`src/terminal_line_edit_buffer_core_assert.svh`:
```
// assertion macros included by the line editor (tleb_back)
// TLEB_ASSERT checks a property at every clock edge outside reset
// TLEB_ASSERT_NEXT checks that a trigger is followed by a property in the next cycle
`ifndef TERMINAL_LINE_EDIT_BUFFER_CORE_ASSERT_SVH
`define TERMINAL_LINE_EDIT_BUFFER_CORE_ASSERT_SVH
`ifndef SYNTH
`define TLEB_ASSERT(label, prop, msg) \
    label: assert property (@(posedge i_clk) disable iff (!i_rst_n) (prop)) else $error(msg);
`define TLEB_ASSERT_NEXT(label, trig, prop, msg) \
    label: assert property (@(posedge i_clk) disable iff (!i_rst_n) (trig) |=> (prop)) \
        else $error(msg);
`else
`define TLEB_ASSERT(label, prop, msg)
`define TLEB_ASSERT_NEXT(label, trig, prop, msg)
`endif
`endif

```
`src/tleb_pkg.sv`:
```
package tleb_pkg;

    // cursor and length width
    localparam int CNT_W = 7;

    // key codes
    localparam logic [7:0] KEY_LF       = 8'd10;
    localparam logic [7:0] KEY_CR       = 8'd13;
    localparam logic [7:0] KEY_ESC      = 8'd27;
    localparam logic [7:0] KEY_SPACE    = 8'd32;
    localparam logic [7:0] KEY_THREE    = 8'h33;
    localparam logic [7:0] KEY_C        = 8'h43;
    localparam logic [7:0] KEY_D        = 8'h44;
    localparam logic [7:0] KEY_F        = 8'h46;
    localparam logic [7:0] KEY_H        = 8'h48;
    localparam logic [7:0] KEY_LBRACKET = 8'h5B;
    localparam logic [7:0] KEY_TILDE    = 8'd126;
    localparam logic [7:0] KEY_BS       = 8'd127;

    // result kinds
    localparam logic [1:0] KIND_STATUS = 2'd0;
    localparam logic [1:0] KIND_CHAR   = 2'd1;
    localparam logic [1:0] KIND_EMPTY  = 2'd2;

    // edit commands from the decoder
    typedef enum logic [3:0] {
        OP_NOP,
        OP_LEFT,
        OP_RIGHT,
        OP_HOME,
        OP_END,
        OP_DEL,
        OP_BKSP,
        OP_INS,
        OP_ENTER
    } t_op;

    // escape parser phase
    typedef enum logic [1:0] {
        PH_NORMAL,
        PH_ESC,
        PH_CSI,
        PH_DEL
    } t_phase;

    // editor sequencer state
    typedef enum logic [0:0] {
        BS_IDLE,
        BS_STREAM
    } t_bstate;

    typedef struct packed {
        t_op        op;
        logic [7:0] ch;
    } t_cmd;

    typedef struct packed {
        logic [1:0]       kind;
        logic [CNT_W-1:0] cur;
        logic [CNT_W-1:0] len;
        logic [7:0]       ch;
        logic             last;
    } t_result;

endpackage

```
`src/tleb_queue.sv`:
```
module tleb_queue #(
    parameter int W = 8
) (
    input  logic         i_clk,
    input  logic         i_rst_n,
    input  logic         i_push,
    input  logic [W-1:0] i_data,
    output logic         o_full,
    input  logic         i_pop,
    output logic [W-1:0] o_data,
    output logic         o_empty
);

    logic [W-1:0] r_mem [2];
    logic         r_wr;
    logic         r_rd;
    logic [1:0]   r_cnt;
    logic         n_wr;
    logic         n_rd;
    logic [1:0]   n_cnt;
    logic         do_push;
    logic         do_pop;

    // handshake qualification
    assign do_push = i_push && (r_cnt != 2'd2);
    assign do_pop  = i_pop && (r_cnt != 2'd0);
    assign o_full  = (r_cnt == 2'd2);
    assign o_empty = (r_cnt == 2'd0);
    assign o_data  = r_mem[r_rd];

    // pointer and count update
    always_comb begin
        n_wr  = do_push ? ~r_wr : r_wr;
        n_rd  = do_pop ? ~r_rd : r_rd;
        n_cnt = r_cnt + {1'b0, do_push} - {1'b0, do_pop};
    end

    always_ff @(posedge i_clk) begin
        if (!i_rst_n) begin
            r_wr  <= 1'b0;
            r_rd  <= 1'b0;
            r_cnt <= 2'd0;
        end else begin
            r_wr  <= n_wr;
            r_rd  <= n_rd;
            r_cnt <= n_cnt;
        end
    end

    // entry storage
    always_ff @(posedge i_clk) begin
        if (do_push) begin
            r_mem[r_wr] <= i_data;
        end
    end

endmodule

```
`src/tleb_front.sv`:
```
module tleb_front (
    input  logic              i_clk,
    input  logic              i_rst_n,
    input  logic              i_accept,
    input  logic [7:0]        i_key_byte,
    output tleb_pkg::t_cmd    o_cmd
);

    tleb_pkg::t_phase r_phase;
    tleb_pkg::t_phase n_phase;

    // escape parser next phase
    always_comb begin
        n_phase = r_phase;
        if (i_accept) begin
            unique case (r_phase)
                tleb_pkg::PH_NORMAL: begin
                    n_phase = (i_key_byte == tleb_pkg::KEY_ESC) ? tleb_pkg::PH_ESC
                                                                : tleb_pkg::PH_NORMAL;
                end
                tleb_pkg::PH_ESC: begin
                    n_phase = (i_key_byte == tleb_pkg::KEY_LBRACKET) ? tleb_pkg::PH_CSI
                                                                     : tleb_pkg::PH_NORMAL;
                end
                tleb_pkg::PH_CSI: begin
                    n_phase = (i_key_byte == tleb_pkg::KEY_THREE) ? tleb_pkg::PH_DEL
                                                                  : tleb_pkg::PH_NORMAL;
                end
                tleb_pkg::PH_DEL: begin
                    n_phase = tleb_pkg::PH_NORMAL;
                end
                default: begin
                    n_phase = tleb_pkg::PH_NORMAL;
                end
            endcase
        end
    end

    always_ff @(posedge i_clk) begin
        if (!i_rst_n) begin
            r_phase <= tleb_pkg::PH_NORMAL;
        end else begin
            r_phase <= n_phase;
        end
    end

    // byte classification into an edit command
    always_comb begin
        o_cmd.ch = i_key_byte;
        o_cmd.op = tleb_pkg::OP_NOP;
        unique case (r_phase)
            tleb_pkg::PH_NORMAL: begin
                unique case (i_key_byte) inside
                    tleb_pkg::KEY_BS: begin
                        o_cmd.op = tleb_pkg::OP_BKSP;
                    end
                    tleb_pkg::KEY_LF, tleb_pkg::KEY_CR: begin
                        o_cmd.op = tleb_pkg::OP_ENTER;
                    end
                    [tleb_pkg::KEY_SPACE:tleb_pkg::KEY_TILDE]: begin
                        o_cmd.op = tleb_pkg::OP_INS;
                    end
                    default: begin
                        o_cmd.op = tleb_pkg::OP_NOP;
                    end
                endcase
            end
            tleb_pkg::PH_CSI: begin
                unique case (i_key_byte)
                    tleb_pkg::KEY_D: o_cmd.op = tleb_pkg::OP_LEFT;
                    tleb_pkg::KEY_C: o_cmd.op = tleb_pkg::OP_RIGHT;
                    tleb_pkg::KEY_H: o_cmd.op = tleb_pkg::OP_HOME;
                    tleb_pkg::KEY_F: o_cmd.op = tleb_pkg::OP_END;
                    default:         o_cmd.op = tleb_pkg::OP_NOP;
                endcase
            end
            tleb_pkg::PH_DEL: begin
                o_cmd.op = tleb_pkg::OP_DEL;
            end
            default: begin
                o_cmd.op = tleb_pkg::OP_NOP;
            end
        endcase
    end

endmodule

```
`src/tleb_back.sv`:
```
`include "terminal_line_edit_buffer_core_assert.svh"

module tleb_back #(
    parameter int LINE_WIDTH = 64
) (
    input  logic              i_clk,
    input  logic              i_rst_n,
    input  tleb_pkg::t_cmd    i_cmd,
    input  logic              i_cmd_valid,
    output logic              o_cmd_pop,
    input  logic              i_res_full,
    output logic              o_res_push,
    output tleb_pkg::t_result o_res
);

    localparam int CW = tleb_pkg::CNT_W;
    localparam logic [CW-1:0] LEN_MAX = CW'(LINE_WIDTH);

    logic [7:0]        r_cells [LINE_WIDTH];
    logic [7:0]        n_cells [LINE_WIDTH];
    logic [CW-1:0]     r_cur;
    logic [CW-1:0]     n_cur;
    logic [CW-1:0]     r_len;
    logic [CW-1:0]     n_len;
    logic [CW-1:0]     r_cnt;
    logic [CW-1:0]     n_cnt;
    tleb_pkg::t_bstate r_state;
    tleb_pkg::t_bstate n_state;

    logic          go;
    logic          emit;
    logic          stream_end;
    logic          ins;
    logic          rem;
    logic [CW-1:0] rem_pos;

    // command take and stream step
    assign go         = (r_state == tleb_pkg::BS_IDLE) && i_cmd_valid && !i_res_full;
    assign emit       = (r_state == tleb_pkg::BS_STREAM) && !i_res_full;
    assign stream_end = emit && (r_cnt == CW'(1));

    // cursor and length after the edit
    always_comb begin
        n_cur   = r_cur;
        n_len   = r_len;
        ins     = 1'b0;
        rem     = 1'b0;
        rem_pos = r_cur;
        if (go) begin
            case (i_cmd.op)
                tleb_pkg::OP_LEFT: begin
                    if (r_cur != '0) n_cur = r_cur - CW'(1);
                end
                tleb_pkg::OP_RIGHT: begin
                    if (r_cur < r_len) n_cur = r_cur + CW'(1);
                end
                tleb_pkg::OP_HOME: begin
                    n_cur = '0;
                end
                tleb_pkg::OP_END: begin
                    n_cur = r_len;
                end
                tleb_pkg::OP_DEL: begin
                    if (r_cur < r_len) begin
                        rem   = 1'b1;
                        n_len = r_len - CW'(1);
                    end
                end
                tleb_pkg::OP_BKSP: begin
                    if (r_cur != '0) begin
                        rem     = 1'b1;
                        rem_pos = r_cur - CW'(1);
                        n_cur   = r_cur - CW'(1);
                        n_len   = r_len - CW'(1);
                    end
                end
                tleb_pkg::OP_INS: begin
                    if (r_len < LEN_MAX) begin
                        ins   = 1'b1;
                        n_cur = r_cur + CW'(1);
                        n_len = r_len + CW'(1);
                    end
                end
                default: begin
                end
            endcase
        end
        if (stream_end) begin
            n_cur = '0;
            n_len = '0;
        end
    end

    // per-cell next value: insert shifts up, delete and streaming shift down
    for (genvar i = 0; i < LINE_WIDTH; i++) begin : g_cell
        logic [7:0] from_below;
        logic [7:0] from_above;
        if (i == 0) begin : g_first
            assign from_below = r_cells[i];
        end else begin : g_rest
            assign from_below = r_cells[i-1];
        end
        if (i == LINE_WIDTH - 1) begin : g_top
            assign from_above = r_cells[i];
        end else begin : g_inner
            assign from_above = r_cells[i+1];
        end
        always_comb begin
            n_cells[i] = r_cells[i];
            if (ins && (CW'(i) == r_cur)) begin
                n_cells[i] = i_cmd.ch;
            end else if (ins && (CW'(i) > r_cur)) begin
                n_cells[i] = from_below;
            end else if (rem && (CW'(i) >= rem_pos)) begin
                n_cells[i] = from_above;
            end else if (emit) begin
                n_cells[i] = from_above;
            end
        end
    end

    always_ff @(posedge i_clk) begin
        for (int i = 0; i < LINE_WIDTH; i++) begin
            r_cells[i] <= n_cells[i];
        end
    end

    // sequencer next state
    always_comb begin
        n_state = r_state;
        n_cnt   = r_cnt;
        unique case (r_state)
            tleb_pkg::BS_IDLE: begin
                if (go && (i_cmd.op == tleb_pkg::OP_ENTER) && (r_len != '0)) begin
                    n_state = tleb_pkg::BS_STREAM;
                    n_cnt   = r_len;
                end
            end
            tleb_pkg::BS_STREAM: begin
                if (emit) n_cnt = r_cnt - CW'(1);
                if (stream_end) n_state = tleb_pkg::BS_IDLE;
            end
            default: begin
                n_state = tleb_pkg::BS_IDLE;
            end
        endcase
    end

    always_ff @(posedge i_clk) begin
        if (!i_rst_n) begin
            r_state <= tleb_pkg::BS_IDLE;
            r_cur   <= '0;
            r_len   <= '0;
            r_cnt   <= '0;
        end else begin
            r_state <= n_state;
            r_cur   <= n_cur;
            r_len   <= n_len;
            r_cnt   <= n_cnt;
        end
    end

    // sequencer outputs
    always_comb begin
        o_cmd_pop  = 1'b0;
        o_res_push = 1'b0;
        o_res      = '{kind: tleb_pkg::KIND_STATUS, cur: n_cur, len: n_len,
                       ch: 8'd0, last: 1'b1};
        unique case (r_state)
            tleb_pkg::BS_IDLE: begin
                o_cmd_pop = go;
                if (go && (i_cmd.op == tleb_pkg::OP_ENTER)) begin
                    o_res_push = (r_len == '0);
                    o_res      = '{kind: tleb_pkg::KIND_EMPTY, cur: '0, len: '0,
                                   ch: 8'd0, last: 1'b1};
                end else begin
                    o_res_push = go;
                end
            end
            tleb_pkg::BS_STREAM: begin
                o_res_push = emit;
                o_res      = '{kind: tleb_pkg::KIND_CHAR, cur: '0, len: r_len,
                               ch: r_cells[0], last: (r_cnt == CW'(1))};
            end
            default: begin
            end
        endcase
    end

    `TLEB_ASSERT(a_cur_in_line, r_cur <= r_len, "cursor beyond end of line")
    `TLEB_ASSERT(a_len_in_width, r_len <= LEN_MAX, "line longer than line width")
    `TLEB_ASSERT(a_stream_cnt, (r_state != tleb_pkg::BS_STREAM) || ((r_cnt != '0) && (r_cnt <= r_len)), "stream count out of range")
    `TLEB_ASSERT(a_push_room, !o_res_push || !i_res_full, "result pushed into full queue")
    `TLEB_ASSERT_NEXT(a_stream_clear, stream_end, (r_state == tleb_pkg::BS_IDLE) && (r_len == '0) && (r_cur == '0), "line not cleared after stream")

endmodule

```
`src/terminal_line_edit_buffer_core.sv`:
```
// channel   direction   handshake            words
// key in    input       push / full          i_key_byte
// result    output      empty / pop          o_result_kind o_cursor_pos o_line_length
//                                            o_text_char o_last
//
// a key byte is decoded in the cycle it is accepted and queued as an edit command
// the editor takes one command per cycle when not streaming and the result queue has room;
// a status word goes into the result queue as its command leaves the command queue
// enter streams the line at one character word per cycle while the result queue has room
// line cells shift in parallel, so each edit updates all cells with the cursor and length
// synchronous active-low reset clears the parser, cursor, length and both queues
// full rises when the command queue holds 2 words; pop backpressure stalls the editor
module terminal_line_edit_buffer_core #(
    parameter int LINE_WIDTH = 64
) (
    input  logic       i_clk,
    input  logic       i_rst_n,
    input  logic       push,
    output logic       full,
    input  logic [7:0] i_key_byte,
    output logic       empty,
    input  logic       pop,
    output logic [1:0] o_result_kind,
    output logic [6:0] o_cursor_pos,
    output logic [6:0] o_line_length,
    output logic [7:0] o_text_char,
    output logic       o_last
);

    localparam int CMD_W = $bits(tleb_pkg::t_cmd);
    localparam int RES_W = $bits(tleb_pkg::t_result);

    logic              accept;
    tleb_pkg::t_cmd    front_cmd;
    logic [CMD_W-1:0]  cmdq_data;
    logic              cmdq_empty;
    logic              cmd_pop;
    logic              resq_full;
    logic              res_push;
    tleb_pkg::t_result back_res;
    logic [RES_W-1:0]  resq_data;
    tleb_pkg::t_result head;

    assign accept = push && !full;

    // decoder and escape parser
    tleb_front u_front (
        .i_clk      (i_clk),
        .i_rst_n    (i_rst_n),
        .i_accept   (accept),
        .i_key_byte (i_key_byte),
        .o_cmd      (front_cmd)
    );

    // command queue between decoder and editor
    tleb_queue #(
        .W (CMD_W)
    ) u_cmdq (
        .i_clk   (i_clk),
        .i_rst_n (i_rst_n),
        .i_push  (accept),
        .i_data  (front_cmd),
        .o_full  (full),
        .i_pop   (cmd_pop),
        .o_data  (cmdq_data),
        .o_empty (cmdq_empty)
    );

    // line editor
    tleb_back #(
        .LINE_WIDTH (LINE_WIDTH)
    ) u_back (
        .i_clk       (i_clk),
        .i_rst_n     (i_rst_n),
        .i_cmd       (tleb_pkg::t_cmd'(cmdq_data)),
        .i_cmd_valid (!cmdq_empty),
        .o_cmd_pop   (cmd_pop),
        .i_res_full  (resq_full),
        .o_res_push  (res_push),
        .o_res       (back_res)
    );

    // result queue toward the consumer
    tleb_queue #(
        .W (RES_W)
    ) u_resq (
        .i_clk   (i_clk),
        .i_rst_n (i_rst_n),
        .i_push  (res_push),
        .i_data  (back_res),
        .o_full  (resq_full),
        .i_pop   (pop),
        .o_data  (resq_data),
        .o_empty (empty)
    );

    // result word fields
    assign head          = tleb_pkg::t_result'(resq_data);
    assign o_result_kind = head.kind;
    assign o_cursor_pos  = head.cur;
    assign o_line_length = head.len;
    assign o_text_char   = head.ch;
    assign o_last        = head.last;

endmodule
```
`config.mk`:
```
export PLATFORM = sky130hd
export DESIGN_NAME = terminal_line_edit_buffer_core
export DESIGN_NICKNAME = d
export VERILOG_FILES = /design/src/tleb_pkg.sv /design/src/tleb_queue.sv /design/src/tleb_front.sv /design/src/tleb_back.sv /design/src/terminal_line_edit_buffer_core.sv
export VERILOG_INCLUDE_DIRS = /design/src /design/src/src
export SDC_FILE = /design/constraint.sdc
export NUM_CORES = 2
export LEC_CHECK = 0
export BUFFER_PORTS_ARGS = -buffer_cell sky130_fd_sc_hd__buf_2
export CAP_MARGIN = 20
export CORE_ASPECT_RATIO = 1.4
export CORE_MARGIN = 1
export CORE_UTILIZATION = 45
export CTS_BUF_LIST = sky130_fd_sc_hd__clkbuf_8
export CTS_CLUSTER_DIAMETER = 200
export CTS_CLUSTER_SIZE = 10
export DETAILED_ROUTE_END_ITERATION = 8
export PLACE_DENSITY = 0.62
export SLEW_MARGIN = 30
export SYNTH_ARGS = -nofsm -noshare
export SYNTH_HDL_FRONTEND = slang
export SYNTH_HIERARCHICAL = 1
export SYNTH_SLANG_ARGS = --single-unit
```
`constraint.sdc`:
```
create_clock -name i_clk -period 4 [get_ports i_clk]
set_clock_uncertainty 0.15 [all_clocks]
set_input_delay 0.8 -clock i_clk [delete_from_list [all_inputs] [get_ports i_clk]]
set_output_delay 0.8 -clock i_clk [all_outputs]
set_load 0.05 [all_outputs]
```
# After elaboration in Yosys (flattened, before gate mapping)
# Memories as Yosys holds them, arrays and structs flattened. A register that Yosys moved wholly into a read port is not among the register bits.
# Index checks and enable logic that the tools add are counted.
# classes
n_reduce_logical	218
shift	0
mux	301
n_eq_ne	91
div_mod_pow	0
n_bitwise	5
addsub	9
order_cmp	131
multipliers	0
# op_table
op	count
2-to-1 mux 8 bit	254
== test 6 x 7 -> 1 bit (first input constant)	32
> comparator 6 x 7 -> 1 bit (first input constant)	32
>= comparator 6 x 7 -> 1 bit (first input constant)	31
logical AND 1 bit	203
== test 5 x 7 -> 1 bit (first input constant)	16
>= comparator 5 x 7 -> 1 bit (first input constant)	16
> comparator 5 x 7 -> 1 bit (first input constant)	16
2-to-1 mux 7 bit	14
== test 4 x 7 -> 1 bit (first input constant)	8
>= comparator 4 x 7 -> 1 bit (first input constant)	8
> comparator 4 x 7 -> 1 bit (first input constant)	8
one-hot mux 25 bit (2 select lines)	1
== test 8 x 7 -> 1 bit (second input constant)	6
one-hot mux 7 bit (5 select lines)	1
== test 3 x 7 -> 1 bit (first input constant)	4
>= comparator 3 x 7 -> 1 bit (first input constant)	4
> comparator 3 x 7 -> 1 bit (first input constant)	4
2-to-1 mux 25 bit	1
one-hot mux 4 bit (3 select lines)	2
one-hot mux 7 bit (3 select lines)	1
subtractor 7 x 1 -> 7 bit (second input constant)	3
2-to-1 mux 1 bit	19
== test 4 x 3 -> 1 bit (second input constant)	4
other kinds (36)	67
# word_totals
latch_bits	0
ramBits	586
mem_bits_ro	0
memories	3
ff_bits	32
word_cells	769
# memory_table
name	words	word_bits	rd	rd_clocked_by_memory_dff	wr	line	rtl
u_back.r_cells	64	8	64	0	64	tleb_back.sv:19	logic [7:0] r_cells [LINE_WIDTH];
u_resq.r_mem	2	25	1	1	1	tleb_queue.sv:14	logic [W-1:0] r_mem [2];
u_cmdq.r_mem	2	12	1	1	1	tleb_queue.sv:14	

# Logic depth before layout (Yosys ltp)
# logic_depth
ltp_word	10
ltp_mapped	14
depth_no_buf	14

# Hierarchy
# Netlist, hierarchy kept.
# modules_own_cells
module	seq_area_each_um2	instances	cells_each	area_per_inst_um2
tleb_back	15815.2	1	2991	30108.9
tleb_queue at u_resq	1601.5	1	105	2143.3
tleb_queue at u_cmdq	820.8	1	64	1103.6
tleb_front	40.0	1	45	340.3
terminal_line_edit_buffer_core	0.0	1	2	17.5

# Worst setup path after synthesis
# Ideal clock, no wire load.
# synth_path
path_type	register to register
startpoint	register (tool-made name)
endpoint	memory u_back.r_cells[14][0] (netlist: u_back/r_cells[0][112]) (enable)
stages_incl_launch_ff	10
setup_ns	0.384
required_time_ns	3.466
path_slack_ns	0.133
t_arrival_ns	3.332
path_cell_list	dfxtp_1 -> buf_6 -> mux2_2 -> clkbuf_1 -> nand4bb_1 -> nor4_4 -> mux2_2 -> nor4_2 -> nand2_1 -> o21ai_0
# synth_rtl
element	line
end: declaration	tleb_back.sv:19

==> impl_results.md <==
* Clk sinks at 620
* WL final at 106 mm
* Vias in the first global route at approximately 26000
* Initial antenna violation count at 2
* Min cycle time layout at 3.84 ns
* Clock slew at reported path FFs at 0.08 ns
* Power Dens Cells at 459 nW/µm²
* Combinational share of power at 0.287
* Row cnt at 118
* Routed WL per cell at 24.4 µm
* #FFs+latches synth at 620
* Buf/Inv on CP at 3
* Vias per cell at 6.00
* Share of post-route cells with drive strength above 1 at 0.155
* Final core occ at 0.503
* P_leak at 13.9 nW
* CTS H-tree depth at 3
* PortBufs at 38
* Die Y at between 300 and 400 µm
* Synthesized net count at 3239
* Critical path data required time at 4.16 ns
* P_sw at 5.91 mW
* Max IR drop VDD at 0.000327 V
* CTS hold repair buffers at 0
* Routability Congestion at 1.02
* Mux contribution to synthesized area at 0.108
* Top post-synthesis cells by area: edfxtp_1, mux2i_1, nand2_1
* Status: finished with violations
* CP delay by family, top: simple AND/OR/NAND/NOR gates
* Placed cells at 4224
* Complex-gate fraction of the synthesized area at 0.157
* Setup WS post-layout at roughly 0.16 ns
* Non-filler cells, final at roughly 4300
* Max Cap Viol at 0
* Max Transition Viols Final at 0
* Synth warn at 6
* Post-Place Worst Slack at 0.181 ns
* Remaining routing DRC violations at 21
* Sequential element share of the synthesized area at 0.542
* Fraction of registers with async set or reset after synthesis at 0
* Post-synth top cells: edfxtp_1, nand2_1, nor2_1
* Layout fillers at 6731
* Internal power at 11.2 mW
* Largest net degree at the start of global routing at 65
* First-pass DRT Iterations at 8
* Sw frac at 0.346
* Synth Flop Type: edfxtp_1
* Worst Tran Pin Value at 0.956 ns
* Largest area contributor in the netlist: edfxtp_1
* Die area at 76000 µm²
* Syn_area_per_cell at about 11 µm²
* Final cycle utilization of the critical path at 0.960
* RSZ-0062 raised after global routing: false
* # nets final at 3372
* Slowest-stage cell, CP: o211ai_1
* Gr ovfl total at 0
* Clock root cell: clkbuf_8
* HP Class: input pin to flip-flop
* GRT Overall Usage at 0.277
* Crit. End Element: flip-flop
* Startpoint types: flip-flop
* Crit-path max FO at 14
* Finish-stage setup viols at 0
* Synth cell types at roughly 110
* Final Hold Viols at 0
* Cells along the critical path: nand2b_1, inv_1, or3b_4, inv_2, nand4_1, o2bb2ai_1, or2_1, nor3_2, buf_12, nand2_1, o211ai_1
* Core region area at ~74000 µm²
* Reg power frac at 0.483
* Critical Path AT at 4.00 ns
* Share of the synthesized area in the top cell type at 0.522
* Dpl hpwl at 80.5 mm
* Largest family of logic cells by synthesized area: compound AO/OA/AOI/OAI gates
* CTS Buf Count at 71
* Final ANT Viol Nets at 0
* Die Wd at 233 µm
* Slowest stage delay, CP at 0.85 ns
* Clk pwr share at 0.230
* Violated checks: DRC
* Relative slew slack at 0.360
* Detailed router's first-iteration violation count at 2315
* Initial Util at 0.455
* Post-Synth XOR/XNOR Area at 0.00312
* Synthesized-area fraction occupied by adder cells at 0.00742
* Syn-to-layout area delta at 10.5%
* Most frequent cell after synthesis: edfxtp_1
* Synth Area in Simple Gates at 0.146
* Cells after synthesis at 3207
* Clk_lat worst skew at 0.71 ns
* First-pass GRT wire length at 160 mm
* Setup TNS at 0 ns
* CTS tree: done
* Cell Area, Synth at 33700 µm²
* Total number of vias at 25954
* Hold Slack at 0.222 ns
* I/O pin cnt at 39
* Max clock buf depth at 3
* Maximum clock frequency at roughly 260 MHz
* Post-synth EDFFs at 586
* Crit Path Category: flip-flop to flip-flop
[layer usage]
metal | track usage | vias to the layer above | wire length [µm]
met5 | 0 | - | 7
met3 | 0.0437 | 254 | 5840
li1 | - | 12082 | -
met4 | 0.129 | 2 | 4880
met1 | 0.319 | 12675 | 40500
met2 | 0.498 | 941 | 54400
[worst reg2reg max path: stages, from the launching register on]
cell       delay [ns]
dfxtp_1          0.38
nand2b_1         0.20
inv_1            0.09
or3b_4           0.48
inv_2            0.13
nand4_1          0.11
o2bb2ai_1        0.17
or2_1            0.27
nor3_2           0.21
buf_12           0.18
nand2_1          0.23
o211ai_1         0.85
[cell type report]
class / count / area [µm²] / share of cell area
sequential: 620 / 18300 / 0.491
multi-input combinational: 2301 / 14300 / 0.383
timing repair buffer: 290 / 2170 / 0.0582
tap: 960 / 1200 / 0.0322
clock buffer: 75 / 1030 / 0.0277
inverter: 56 / 215 / 0.00578
clock inverter: 23 / 97.6 / 0.00262
antenna: 1 / 2.50 / 0.0000672
[cell families after synthesis]
group,Yosys count
fa+ha+maj,20
buf+inv,286
mux,350
flops,620
xor+xnor,12
simple gates,1110
compound gates,809
[registers in the layout, summed over array words and instances (netlist names), named ones only]
name and flops:
u_resq/r_rd 1, u_cmdq/r_mem 24, u_back/r_state 1, u_back/r_cells 512, u_front/r_phase 2, u_cmdq/r_rd 1
u_resq/r_cnt 2, u_cmdq/r_wr 1, u_back/r_cur 7, u_resq/r_wr 1, u_resq/r_mem 50, u_back/r_len 7
u_back/r_cnt 7, u_cmdq/r_cnt 2
[power by group through the flow]
stage / registers [mW] / logic, mW / clock network, mW
finish: 8.25 / 4.90 / 3.94
global route: 8.30 / 5.26 / 4.30
CTS: 8.25 / 4.90 / 4.08
detailed placement: 8.39 / 4.89 / 0
global placement: 8.37 / 4.78 / 0
floorplan: 8.27 / 3.40 / 0
[what timing repair did]
item                       4_1_cts  5_1_grt
gates resized for setup          0        1
setup endpoints to repair        0       21
buffers inserted                 0        2
[per-stage QoR]
stage / cell area [µm²] / power [mW]
after floorplan: 33700 / 11.7
after CTS: 37200 / 17.2
after global routing: 37300 / 17.9
after global placement: 36100 / 13.1
after detailed placement: 36100 / 13.3
final: 37300 / 17.1
[final timing paths]
kind / start / to / slack (ns) / cells past startpoint
max: u_resq/r_cnt[0] / u_back/r_cells[0][174] / 0.16 / 11
min reg2reg: u_cmdq/r_wr / u_cmdq/r_wr / 0.34 / 2
max reg2reg: u_resq/r_cnt[0] / u_back/r_cells[0][174] / 0.16 / 11
min: i_key_byte[7] / u_cmdq/r_mem[0][7] / 0.22 / 1
[placed cells by master (no fill, tap or decap), drive strengths merged, types with 24 or more instances in the layout]
master  netlist  final
a21o         26     26
a21oi       234    234
a22oi       104    104
a31oi        28     28
and2         28     28
buf          66    290
clkbuf      164     75
dfxtp        34     34
edfxtp      586    586
inv          54     74
mux2         54     54
mux2i       296    296
nand2       517    517
nand3        55     55
nor2        346    346
nor2b        24     24
nor3         25     25
o21ai       223    223
o22ai        35     35
(Power assumes the default switching activity.)
